$ cat src/psd_pkg.sv
// ----------------------------------------------------------------------------
// psd_pkg
// Types and constants shared by the program stream PES demux files.
// ----------------------------------------------------------------------------
package psd_pkg;

    localparam int POS_W = 17;   // byte position inside a unit, up to 6 + 65535
    localparam int HDR_W = 9;    // payload start offset, up to 9 + 255 + 15

    localparam logic [7:0] CODE_PROGRAM_END = 8'hB9;
    localparam logic [7:0] CODE_PACK        = 8'hBA;
    localparam logic [7:0] CODE_PES_MIN     = 8'hBB;
    localparam logic [7:0] CODE_PRIVATE_1   = 8'hBD;
    localparam logic [7:0] CODE_VIDEO_LO    = 8'hE0;
    localparam logic [7:0] CODE_VIDEO_HI    = 8'hEF;
    localparam logic [7:0] MARKER_MASK      = 8'hC0;
    localparam logic [7:0] MARKER_BITS      = 8'h80;

    localparam logic [POS_W-1:0] START_CODE_LEN = 17'd4;
    localparam logic [POS_W-1:0] PACK_HDR_LEN   = 17'd14;
    localparam logic [POS_W-1:0] PES_FIXED_LEN  = 17'd6;
    localparam logic [POS_W-1:0] PES_HDR_POS    = 17'd8;
    localparam logic [POS_W-1:0] PES_HDR_LEN    = 17'd9;
    localparam logic [POS_W-1:0] PACK_STUFF_POS = 17'd13;
    localparam logic [POS_W-1:0] PES_LEN_HI_POS = 17'd4;
    localparam logic [POS_W-1:0] PES_LEN_LO_POS = 17'd5;
    localparam logic [POS_W-1:0] PES_FLAGS_POS  = 17'd6;
    localparam logic [15:0]      PES_MIN_LEN    = 16'd3;

    localparam logic [3:0] AUDIO_PREFIX_RESET = 4'd4;
    localparam logic       VIDEO_ENABLE_RESET = 1'b1;

    localparam logic CFG_AUDIO_PREFIX = 1'b0;
    localparam logic CFG_VIDEO_ENABLE = 1'b1;

    typedef enum logic [2:0] {
        PH_SCAN = 3'd0,
        PH_CODE = 3'd1,
        PH_PACK = 3'd2,
        PH_PES  = 3'd3,
        PH_END  = 3'd4
    } phase_t;

    typedef struct packed {
        logic [7:0] data_byte;
        logic       last_in_buffer;
    } in_item_t;

    typedef struct packed {
        logic [7:0] payload_byte;
        logic       byte_valid;
        logic       stream_kind;
        logic       last_of_packet;
        logic       truncated;
    } out_item_t;

    typedef struct packed {
        logic       valid;
        logic       index;
        logic [3:0] data;
    } cfg_write_t;

    typedef struct packed {
        logic      valid;
        out_item_t item;
    } psd_result_t;

endpackage

$ cat src/psd_parser.sv
// ----------------------------------------------------------------------------
// psd_parser
// Per-byte start code scanner and PES parser; at most one result per accepted item.
// ----------------------------------------------------------------------------
module psd_parser
    import psd_pkg::*;
(
    input  logic        clk,
    input  logic        rst_n,
    input  logic        accept,
    input  in_item_t    in_item,
    input  cfg_write_t  cfg,
    output psd_result_t result
);

    logic [3:0]       audio_prefix_reg;
    logic             video_enable_reg;

    phase_t           phase_reg, phase_next;
    logic [1:0]       zero_run_reg, zero_run_next;
    logic [POS_W-1:0] pos_reg, pos_next;
    logic [POS_W-1:0] total_reg, total_next;
    logic [HDR_W-1:0] hdr_end_reg, hdr_end_next;
    logic             kind_reg, kind_next;
    logic             selected_reg, selected_next;
    logic             started_reg, started_next;

    logic [7:0]       b;
    logic [POS_W-1:0] pos_inc;
    logic [15:0]      pes_len;
    logic             emit;
    logic             marker;

    assign b       = in_item.data_byte;
    assign pos_inc = pos_reg + 17'd1;
    assign pes_len = {total_reg[15:8], b};

    always_ff @(posedge clk or negedge rst_n)
    begin
        if (!rst_n)
        begin
            audio_prefix_reg <= AUDIO_PREFIX_RESET;
            video_enable_reg <= VIDEO_ENABLE_RESET;
        end
        else if (cfg.valid)
        begin
            case (cfg.index)
                CFG_AUDIO_PREFIX: audio_prefix_reg <= cfg.data;
                CFG_VIDEO_ENABLE: video_enable_reg <= cfg.data[0];
                default:          audio_prefix_reg <= audio_prefix_reg;
            endcase
        end
    end

    // next state
    always_comb
    begin
        phase_next    = phase_reg;
        zero_run_next = zero_run_reg;
        pos_next      = pos_reg;
        total_next    = total_reg;
        hdr_end_next  = hdr_end_reg;
        kind_next     = kind_reg;
        selected_next = selected_reg;
        started_next  = started_reg;
        case (phase_reg)
            PH_CODE:
            begin
                zero_run_next = 2'd0;
                if (b == CODE_PACK)
                begin
                    phase_next = PH_PACK;
                    pos_next   = START_CODE_LEN;
                    total_next = PACK_HDR_LEN;
                end
                else if (b == CODE_PROGRAM_END)
                begin
                    phase_next = PH_END;
                end
                else if (b < CODE_PES_MIN)
                begin
                    phase_next = PH_SCAN;
                end
                else
                begin
                    phase_next    = PH_PES;
                    pos_next      = START_CODE_LEN;
                    total_next    = '0;
                    hdr_end_next  = PES_HDR_LEN[HDR_W-1:0];
                    kind_next     = (b == CODE_PRIVATE_1);
                    selected_next = ((b inside {[CODE_VIDEO_LO:CODE_VIDEO_HI]})
                                     && video_enable_reg) || (b == CODE_PRIVATE_1);
                    started_next  = 1'b0;
                end
            end
            PH_PACK:
            begin
                if (pos_reg == PACK_STUFF_POS)
                    total_next = PACK_HDR_LEN + {14'd0, b[2:0]};
                pos_next = pos_inc;
                if (pos_inc >= total_next)
                    phase_next = PH_SCAN;
            end
            PH_PES:
            begin
                if (pos_reg == PES_LEN_HI_POS)
                begin
                    total_next = {1'b0, b, 8'd0};
                end
                else if (pos_reg == PES_LEN_LO_POS)
                begin
                    total_next = PES_FIXED_LEN + {1'b0, pes_len};
                    if (pes_len < PES_MIN_LEN)
                        selected_next = 1'b0;
                end
                else
                begin
                    if (pos_reg == PES_FLAGS_POS && (b & MARKER_MASK) != MARKER_BITS)
                        selected_next = 1'b0;
                    if (pos_reg == PES_HDR_POS)
                        hdr_end_next = PES_HDR_LEN[HDR_W-1:0] + {1'b0, b}
                                       + (kind_reg ? {5'd0, audio_prefix_reg} : 9'd0);
                end
                if (emit)
                    started_next = 1'b1;
                pos_next = pos_inc;
                if (pos_inc >= PES_FIXED_LEN && pos_inc >= total_next)
                    phase_next = PH_SCAN;
            end
            PH_END:
            begin
                phase_next = PH_END;
            end
            default:
            begin
                phase_next = PH_SCAN;
                if (b == 8'd0)
                begin
                    if (zero_run_reg < 2'd2)
                        zero_run_next = zero_run_reg + 2'd1;
                end
                else if (b == 8'd1 && zero_run_reg >= 2'd2)
                begin
                    phase_next    = PH_CODE;
                    zero_run_next = 2'd0;
                end
                else
                begin
                    zero_run_next = 2'd0;
                end
            end
        endcase
    end

    // outputs; selection and header end cannot change on a payload byte
    always_comb
    begin
        emit = (phase_reg == PH_PES) && (pos_reg >= PES_HDR_LEN)
               && (pos_reg >= {8'd0, hdr_end_reg}) && selected_reg;
        marker = in_item.last_in_buffer && (phase_next == PH_PES) && selected_next
                 && !emit && started_reg;
        result.valid               = accept && (emit || marker);
        result.item.payload_byte   = emit ? b : 8'd0;
        result.item.byte_valid     = emit;
        result.item.stream_kind    = kind_next;
        result.item.last_of_packet = emit && (pos_inc == total_reg);
        result.item.truncated      = in_item.last_in_buffer && (phase_next == PH_PES)
                                     && selected_next && (emit || started_reg);
    end

    always_ff @(posedge clk or negedge rst_n)
    begin
        if (!rst_n)
        begin
            phase_reg    <= PH_SCAN;
            zero_run_reg <= '0;
            pos_reg      <= '0;
            total_reg    <= '0;
            hdr_end_reg  <= '0;
            kind_reg     <= 1'b0;
            selected_reg <= 1'b0;
            started_reg  <= 1'b0;
        end
        else if (accept)
        begin
            if (in_item.last_in_buffer)
            begin
                phase_reg    <= PH_SCAN;
                zero_run_reg <= '0;
                pos_reg      <= '0;
                total_reg    <= '0;
                hdr_end_reg  <= '0;
                kind_reg     <= 1'b0;
                selected_reg <= 1'b0;
                started_reg  <= 1'b0;
            end
            else
            begin
                phase_reg    <= phase_next;
                zero_run_reg <= zero_run_next;
                pos_reg      <= pos_next;
                total_reg    <= total_next;
                hdr_end_reg  <= hdr_end_next;
                kind_reg     <= kind_next;
                selected_reg <= selected_next;
                started_reg  <= started_next;
            end
        end
    end

`ifndef ASSERT_OFF
    a_result_has_data_or_mark: assert property (@(posedge clk) disable iff (!rst_n)
        result.valid |-> (result.item.byte_valid || result.item.truncated))
        else $error("result with neither data nor truncation mark");

    a_last_not_truncated: assert property (@(posedge clk) disable iff (!rst_n)
        (result.valid && result.item.last_of_packet)
            |-> (result.item.byte_valid && !result.item.truncated))
        else $error("packet end flagged as truncated");

    a_buffer_end_clears: assert property (@(posedge clk) disable iff (!rst_n)
        (accept && in_item.last_in_buffer) |=> (phase_reg == PH_SCAN && !started_reg))
        else $error("parser not cleared after buffer end");

    a_emit_only_when_selected: assert property (@(posedge clk) disable iff (!rst_n)
        (result.valid && result.item.byte_valid) |-> selected_reg)
        else $error("payload from an unselected packet");
`endif

endmodule

$ cat src/program_stream_pes_demux.sv
// ----------------------------------------------------------------------------
// program_stream_pes_demux
// Program stream demux: emits video and private stream 1 PES payload bytes.
// ----------------------------------------------------------------------------
// Usage:
//   in_*   : one program stream byte per item, with last_in_buffer set on
//            the final byte of each buffer. Accepted when in_valid is high
//            and in_stall is low.
//   out_*  : payload items (byte, kind, end of packet, truncation flag).
//            Taken when out_valid is high and out_stall is low.
//   cfg_*  : register writes (index 0 audio prefix bytes, 1 video enable);
//            cfg_ready is always high. Write only while the block is idle.
// Throughput is one item per cycle while in_stall is low; a result is
// written to the output register, or to the skid register if out_* is held.
// The parser state update for one byte sits between the input handshake and
// the output register. A two-entry output stage (output register plus skid
// register) lets input go on while the receiver stalls, until one result
// fills the skid register; in_stall rises only when both entries are full.
// Reset clears the parser to start code scanning, empties the output stage
// and sets the registers to audio prefix 4 and video enabled.
// ----------------------------------------------------------------------------
module program_stream_pes_demux
    import psd_pkg::*;
(
    input  logic       clk,
    input  logic       rst_n,
    input  logic       in_valid,
    output logic       in_stall,
    input  in_item_t   in_data,
    output logic       out_valid,
    input  logic       out_stall,
    output out_item_t  out_data,
    input  logic       cfg_valid,
    output logic       cfg_ready,
    input  logic       cfg_index,
    input  logic [3:0] cfg_data
);

    logic        accept;
    logic        out_take;
    cfg_write_t  cfg;
    psd_result_t result;

    logic        out_valid_reg;
    out_item_t   out_item_reg;
    logic        skid_valid_reg;
    out_item_t   skid_item_reg;

    assign cfg_ready  = 1'b1;
    assign cfg.valid  = cfg_valid;
    assign cfg.index  = cfg_index;
    assign cfg.data   = cfg_data;

    assign in_stall   = skid_valid_reg;
    assign accept     = in_valid && !skid_valid_reg;
    assign out_take   = out_valid_reg && !out_stall;
    assign out_valid  = out_valid_reg;
    assign out_data   = out_item_reg;

    psd_parser u_parser (
        .clk     (clk),
        .rst_n   (rst_n),
        .accept  (accept),
        .in_item (in_data),
        .cfg     (cfg),
        .result  (result)
    );

    always_ff @(posedge clk or negedge rst_n)
    begin
        if (!rst_n)
        begin
            out_valid_reg  <= 1'b0;
            skid_valid_reg <= 1'b0;
        end
        else
        begin
            if (skid_valid_reg)
            begin
                if (out_take)
                    skid_valid_reg <= 1'b0;
            end
            else if (result.valid)
            begin
                if (out_valid_reg && !out_take)
                    skid_valid_reg <= 1'b1;
                else
                    out_valid_reg <= 1'b1;
            end
            else if (out_take)
            begin
                out_valid_reg <= 1'b0;
            end
        end
    end

    // payload side, no reset needed
    always_ff @(posedge clk)
    begin
        if (skid_valid_reg)
        begin
            if (out_take)
                out_item_reg <= skid_item_reg;
        end
        else if (result.valid)
        begin
            if (out_valid_reg && !out_take)
                skid_item_reg <= result.item;
            else
                out_item_reg <= result.item;
        end
    end

`ifndef ASSERT_OFF
    a_skid_implies_out: assert property (@(posedge clk) disable iff (!rst_n)
        skid_valid_reg |-> out_valid_reg)
        else $error("skid entry held with empty output register");

    a_stalled_out_stays: assert property (@(posedge clk) disable iff (!rst_n)
        (out_valid_reg && out_stall) |=> out_valid_reg)
        else $error("stalled item dropped");

    a_skid_drains: assert property (@(posedge clk) disable iff (!rst_n)
        (skid_valid_reg && out_take) |=> (!skid_valid_reg && out_valid_reg))
        else $error("skid entry not moved to output register");
`endif

endmodule
$ cat config.mk
export PLATFORM = sky130hd
export DESIGN_NAME = program_stream_pes_demux
export DESIGN_NICKNAME = d
export VERILOG_FILES = /design/src/psd_pkg.sv /design/src/psd_parser.sv /design/src/program_stream_pes_demux.sv
export SDC_FILE = /design/constraint.sdc
export NUM_CORES = 1
export LEC_CHECK = 0
export BUFFER_PORTS_ARGS = -buffer_cell sky130_fd_sc_hd__buf_2
export CAP_MARGIN = 5
export CORE_MARGIN = 2
export CORE_UTILIZATION = 60
export CTS_CLUSTER_DIAMETER = 40
export DETAILED_ROUTE_END_ITERATION = 10
export PLACE_DENSITY = 0.82
export SYNTH_ARGS = -nofsm -noshare
export SYNTH_HDL_FRONTEND = slang
export SYNTH_HIERARCHICAL = 1
export SYNTH_SLANG_ARGS = --single-unit
$ cat constraint.sdc
create_clock -name clk -period 5.8 [get_ports clk]
set_input_delay 0.87 -clock clk [delete_from_list [all_inputs] [get_ports clk]]
set_output_delay 0.87 -clock clk [all_outputs]
set_load 0.1 [all_outputs]
==> qor.txt <==
Syn Std Cell Area: 0.006698 sq mm
status: finished, final reports clean
Worst Tran Pin Value: 1.238 ns
Seq/Total Area, Yosys: 0.3247
Initial Util: 0.6151
Syn Nets: 818
routability cong.: 1.067
insertion delay to the later sink of the worst-skew pair: 0.37 ns
Pre-antenna DRT Iters: 6
CP required: 5.88 ns
die span in y: 109.7 microns
placed cell count: 875
H-tree lvl count: 3
overall routing resource usage: 0.3310
CP bufs+invs: 1
Routed WL per cell: 21.47 microns
post-route non-filler standard cell count: 891
worst ir drop on vdd: 0.1461 mV
count leader, synth: nand2_1
Crit Path Category: flop to flop
critical path peak fanout: 12
DRC viols: 0
EDFF count, synth: 24
Core Footprint: 0.01089 sq mm
Synth Area per Inst: 9.039 sq um
PortBufs: 32
CP peak stage delay: 0.64 ns
routed wire length: 19.13 mm
clock sink count: 82
CTS Buf Count: 9
Final Setup Violations: 0
FP Rows: 38
Final Hold Viols: 0
Tcrit/Tclk final: 0.8821
DIE WIDTH: 109.7 microns
Worst Clk Skew: 0.01196 ns
Clk pin slew, worst setup/hold paths: 0.09 ns
Pwr Density: 207.4 mW/mm^2
final setup TNS: 0 ns
synthesis-to-layout area growth: 4.483%
initial antenna violation count: 0
initial DRC count: 667
full die area: 0.01202 sq mm
CTS tree: built
DPL Wire Length: 14.52 mm
number of max-cap violations: 0
Tmin final: 5.116 ns
nets: 823
Pins Over Slew Limit: 0
Via density: 6.571
RSZ-0062 raised after global routing: false
clock buffer depth: 2
CP Capture Type: flop
count of different cell masters after synthesis: 75
Setup Buffers After CTS: 0
pin count of the biggest net entering global routing: 59
slew margin rel.: 0.1745
vias in the first global route: 5484
Synth top area share: 0.2092
FFs w/ async S/R, synth: 0.7073
area leader, netlist: dfrtp_1
CTS resizes: 0
total grt overflow: 0
first-pass GRT wire length: 29.65 mm
via count: 5855
Most used DFF post-synth: dfrtp_1
CP Cell Sequence: or4_4, or4b_4, nor4_4, nand2_1, xnor2_1, mux2i_1, ha_1, nand2_1, nor2_1, a2111oi_0, nand4_1, a41o_1, nand3_1, a41o_1, nand2b_1, a21boi_0, buf_4
Static Leak: 3.117 nW
cells after synthesis: 741
top post-synthesis cells by area: dfrtp_1 21%, edfxtp_1 11%, ha_1 11%, nand2_1 4.9%, xnor2_1 4.1%
Ys Warns: 6
DRT antenna net count: 0
Top delay family on crit path: simple AND/OR/NAND/NOR gates
antenna cells: 0
Yosys reg bits: 82
hold buffers post-CTS: 0
layout cell share with drive strength beyond 1: 0.1305
Synth top cells by count: 87 x nand2_1, 57 x ha_1, 56 x dfrtp_1
CTS root buffer: clkbuf_8
CP max-delay cell: or4b_4
worst min-delay path category: flop to flop
Ports: 34
Critical Path AT: 5.20 ns
Setup crit start kind: flop
top achievable clock speed: 195.5 MHz
## routing by layer
metal  vias up  GRT usage  wire (microns)
met4         0     0.1374             721
li1       2681          -               -
met1      2782     0.4433            7636
met5         -          0               0
met3        56    0.04327            1707
met2       336     0.5397            9068
## per-stage QoR
| stage | hold WS, ns | utilization | total power (W) | cell area (sq um) | setup slack (ns) |
|---|---|---|---|---|---|
| 6_report | 0.5110 | 0.6427 | 0.001452 | 6998 | 0.6837 |
| 5_1_grt | 0.5301 | 0.6427 | 0.001509 | 6998 | 0.4971 |
| 4_1_cts | 0.5128 | 0.6427 | 0.001446 | 6998 | 0.7513 |
| 3_5_place_dp | 0.4938 | 0.6210 | 0.0009551 | 6761 | 0.6909 |
| 3_3_place_gp | 0.4672 | 0.6210 | 0.0009489 | 6761 | 0.7694 |
| 2_1_floorplan | 0.4498 | - | 0.0008585 | 6698 | 0.5403 |
## where the power goes
group | total (W) | internal (W) | switching [W]
sequential | 0.000647 | 0.000610 | 0.0000364
combinational | 0.000307 | 0.000110 | 0.000196
clock | 0.000498 | 0.000268 | 0.000230
total | 0.00145 | 0.000989 | 0.000463
## final cells by class
type	count	area, sq um
sequential	82	2175
timing repair buffer	45	257.7
multi-input combinational	566	3996
inverter	42	157.7
clock inverter	5	85.08
clock buffer	11	151.4
fill	877	3890
tap	140	175.2
## cell families after synthesis
logic type      synth area share
buf+inv                  0.07921
compound gates            0.1607
other cells            0.0005599
mux                      0.05511
xor+xnor                 0.06408
fa+ha+maj                 0.1095
simple gates              0.2062
flops                     0.3247
## cells in the final DEF (no fill, tap or decap), drive strengths merged, types with 11 or more instances in the layout
master / synthesis / routed
nor3: 16 / 16
nand3: 16 / 16
nand2: 88 / 88
ha: 57 / 57
nor2: 37 / 37
nand2b: 17 / 17
edfxtp: 24 / 24
a21oi: 31 / 31
dfrtp: 56 / 56
mux2: 21 / 21
xnor2: 31 / 31
nor4: 18 / 18
o21ai: 50 / 50
clkbuf: 30 / 11
o31ai: 15 / 15
a21o: 12 / 12
xor2: 18 / 18
nand4: 18 / 18
mux2i: 11 / 11
buf: 20 / 45
inv: 41 / 42
and2: 14 / 14
## worst paths after layout
path                                                     startpoint                                  end  slack [ns]  cells after the start
worst max-delay path               u_parser/pos_reg[12]$_DFFE_PN0P_               out_data[11]$_DFFE_PP_        0.68                     17
worst min-delay path            u_parser/hdr_end_reg[7]$_DFFE_PN0P_  u_parser/hdr_end_reg[7]$_DFFE_PN0P_        0.51                      1
worst max register to register     u_parser/pos_reg[12]$_DFFE_PN0P_               out_data[11]$_DFFE_PP_        0.68                     17
worst min register to register  u_parser/hdr_end_reg[7]$_DFFE_PN0P_  u_parser/hdr_end_reg[7]$_DFFE_PN0P_        0.51                      1
max in group asynchronous                                     rst_n                out_valid$_DFFE_PN0P_        4.61                      2
min in group asynchronous                                     rst_n     u_parser/pos_reg[10]$_DFFE_PN0P_        0.66                      2
## worst register-to-register path, stage by stage, from the launching register on
cell	delay, ns
dfrtp_1	0.51
or4_4	0.58
or4b_4	0.64
nor4_4	0.41
nand2_1	0.11
xnor2_1	0.15
mux2i_1	0.20
ha_1	0.29
nand2_1	0.07
nor2_1	0.04
a2111oi_0	0.42
nand4_1	0.19
a41o_1	0.30
nand3_1	0.18
a41o_1	0.23
nand2b_1	0.09
a21boi_0	0.18
buf_4	0.23
(Power assumes the default switching activity.)
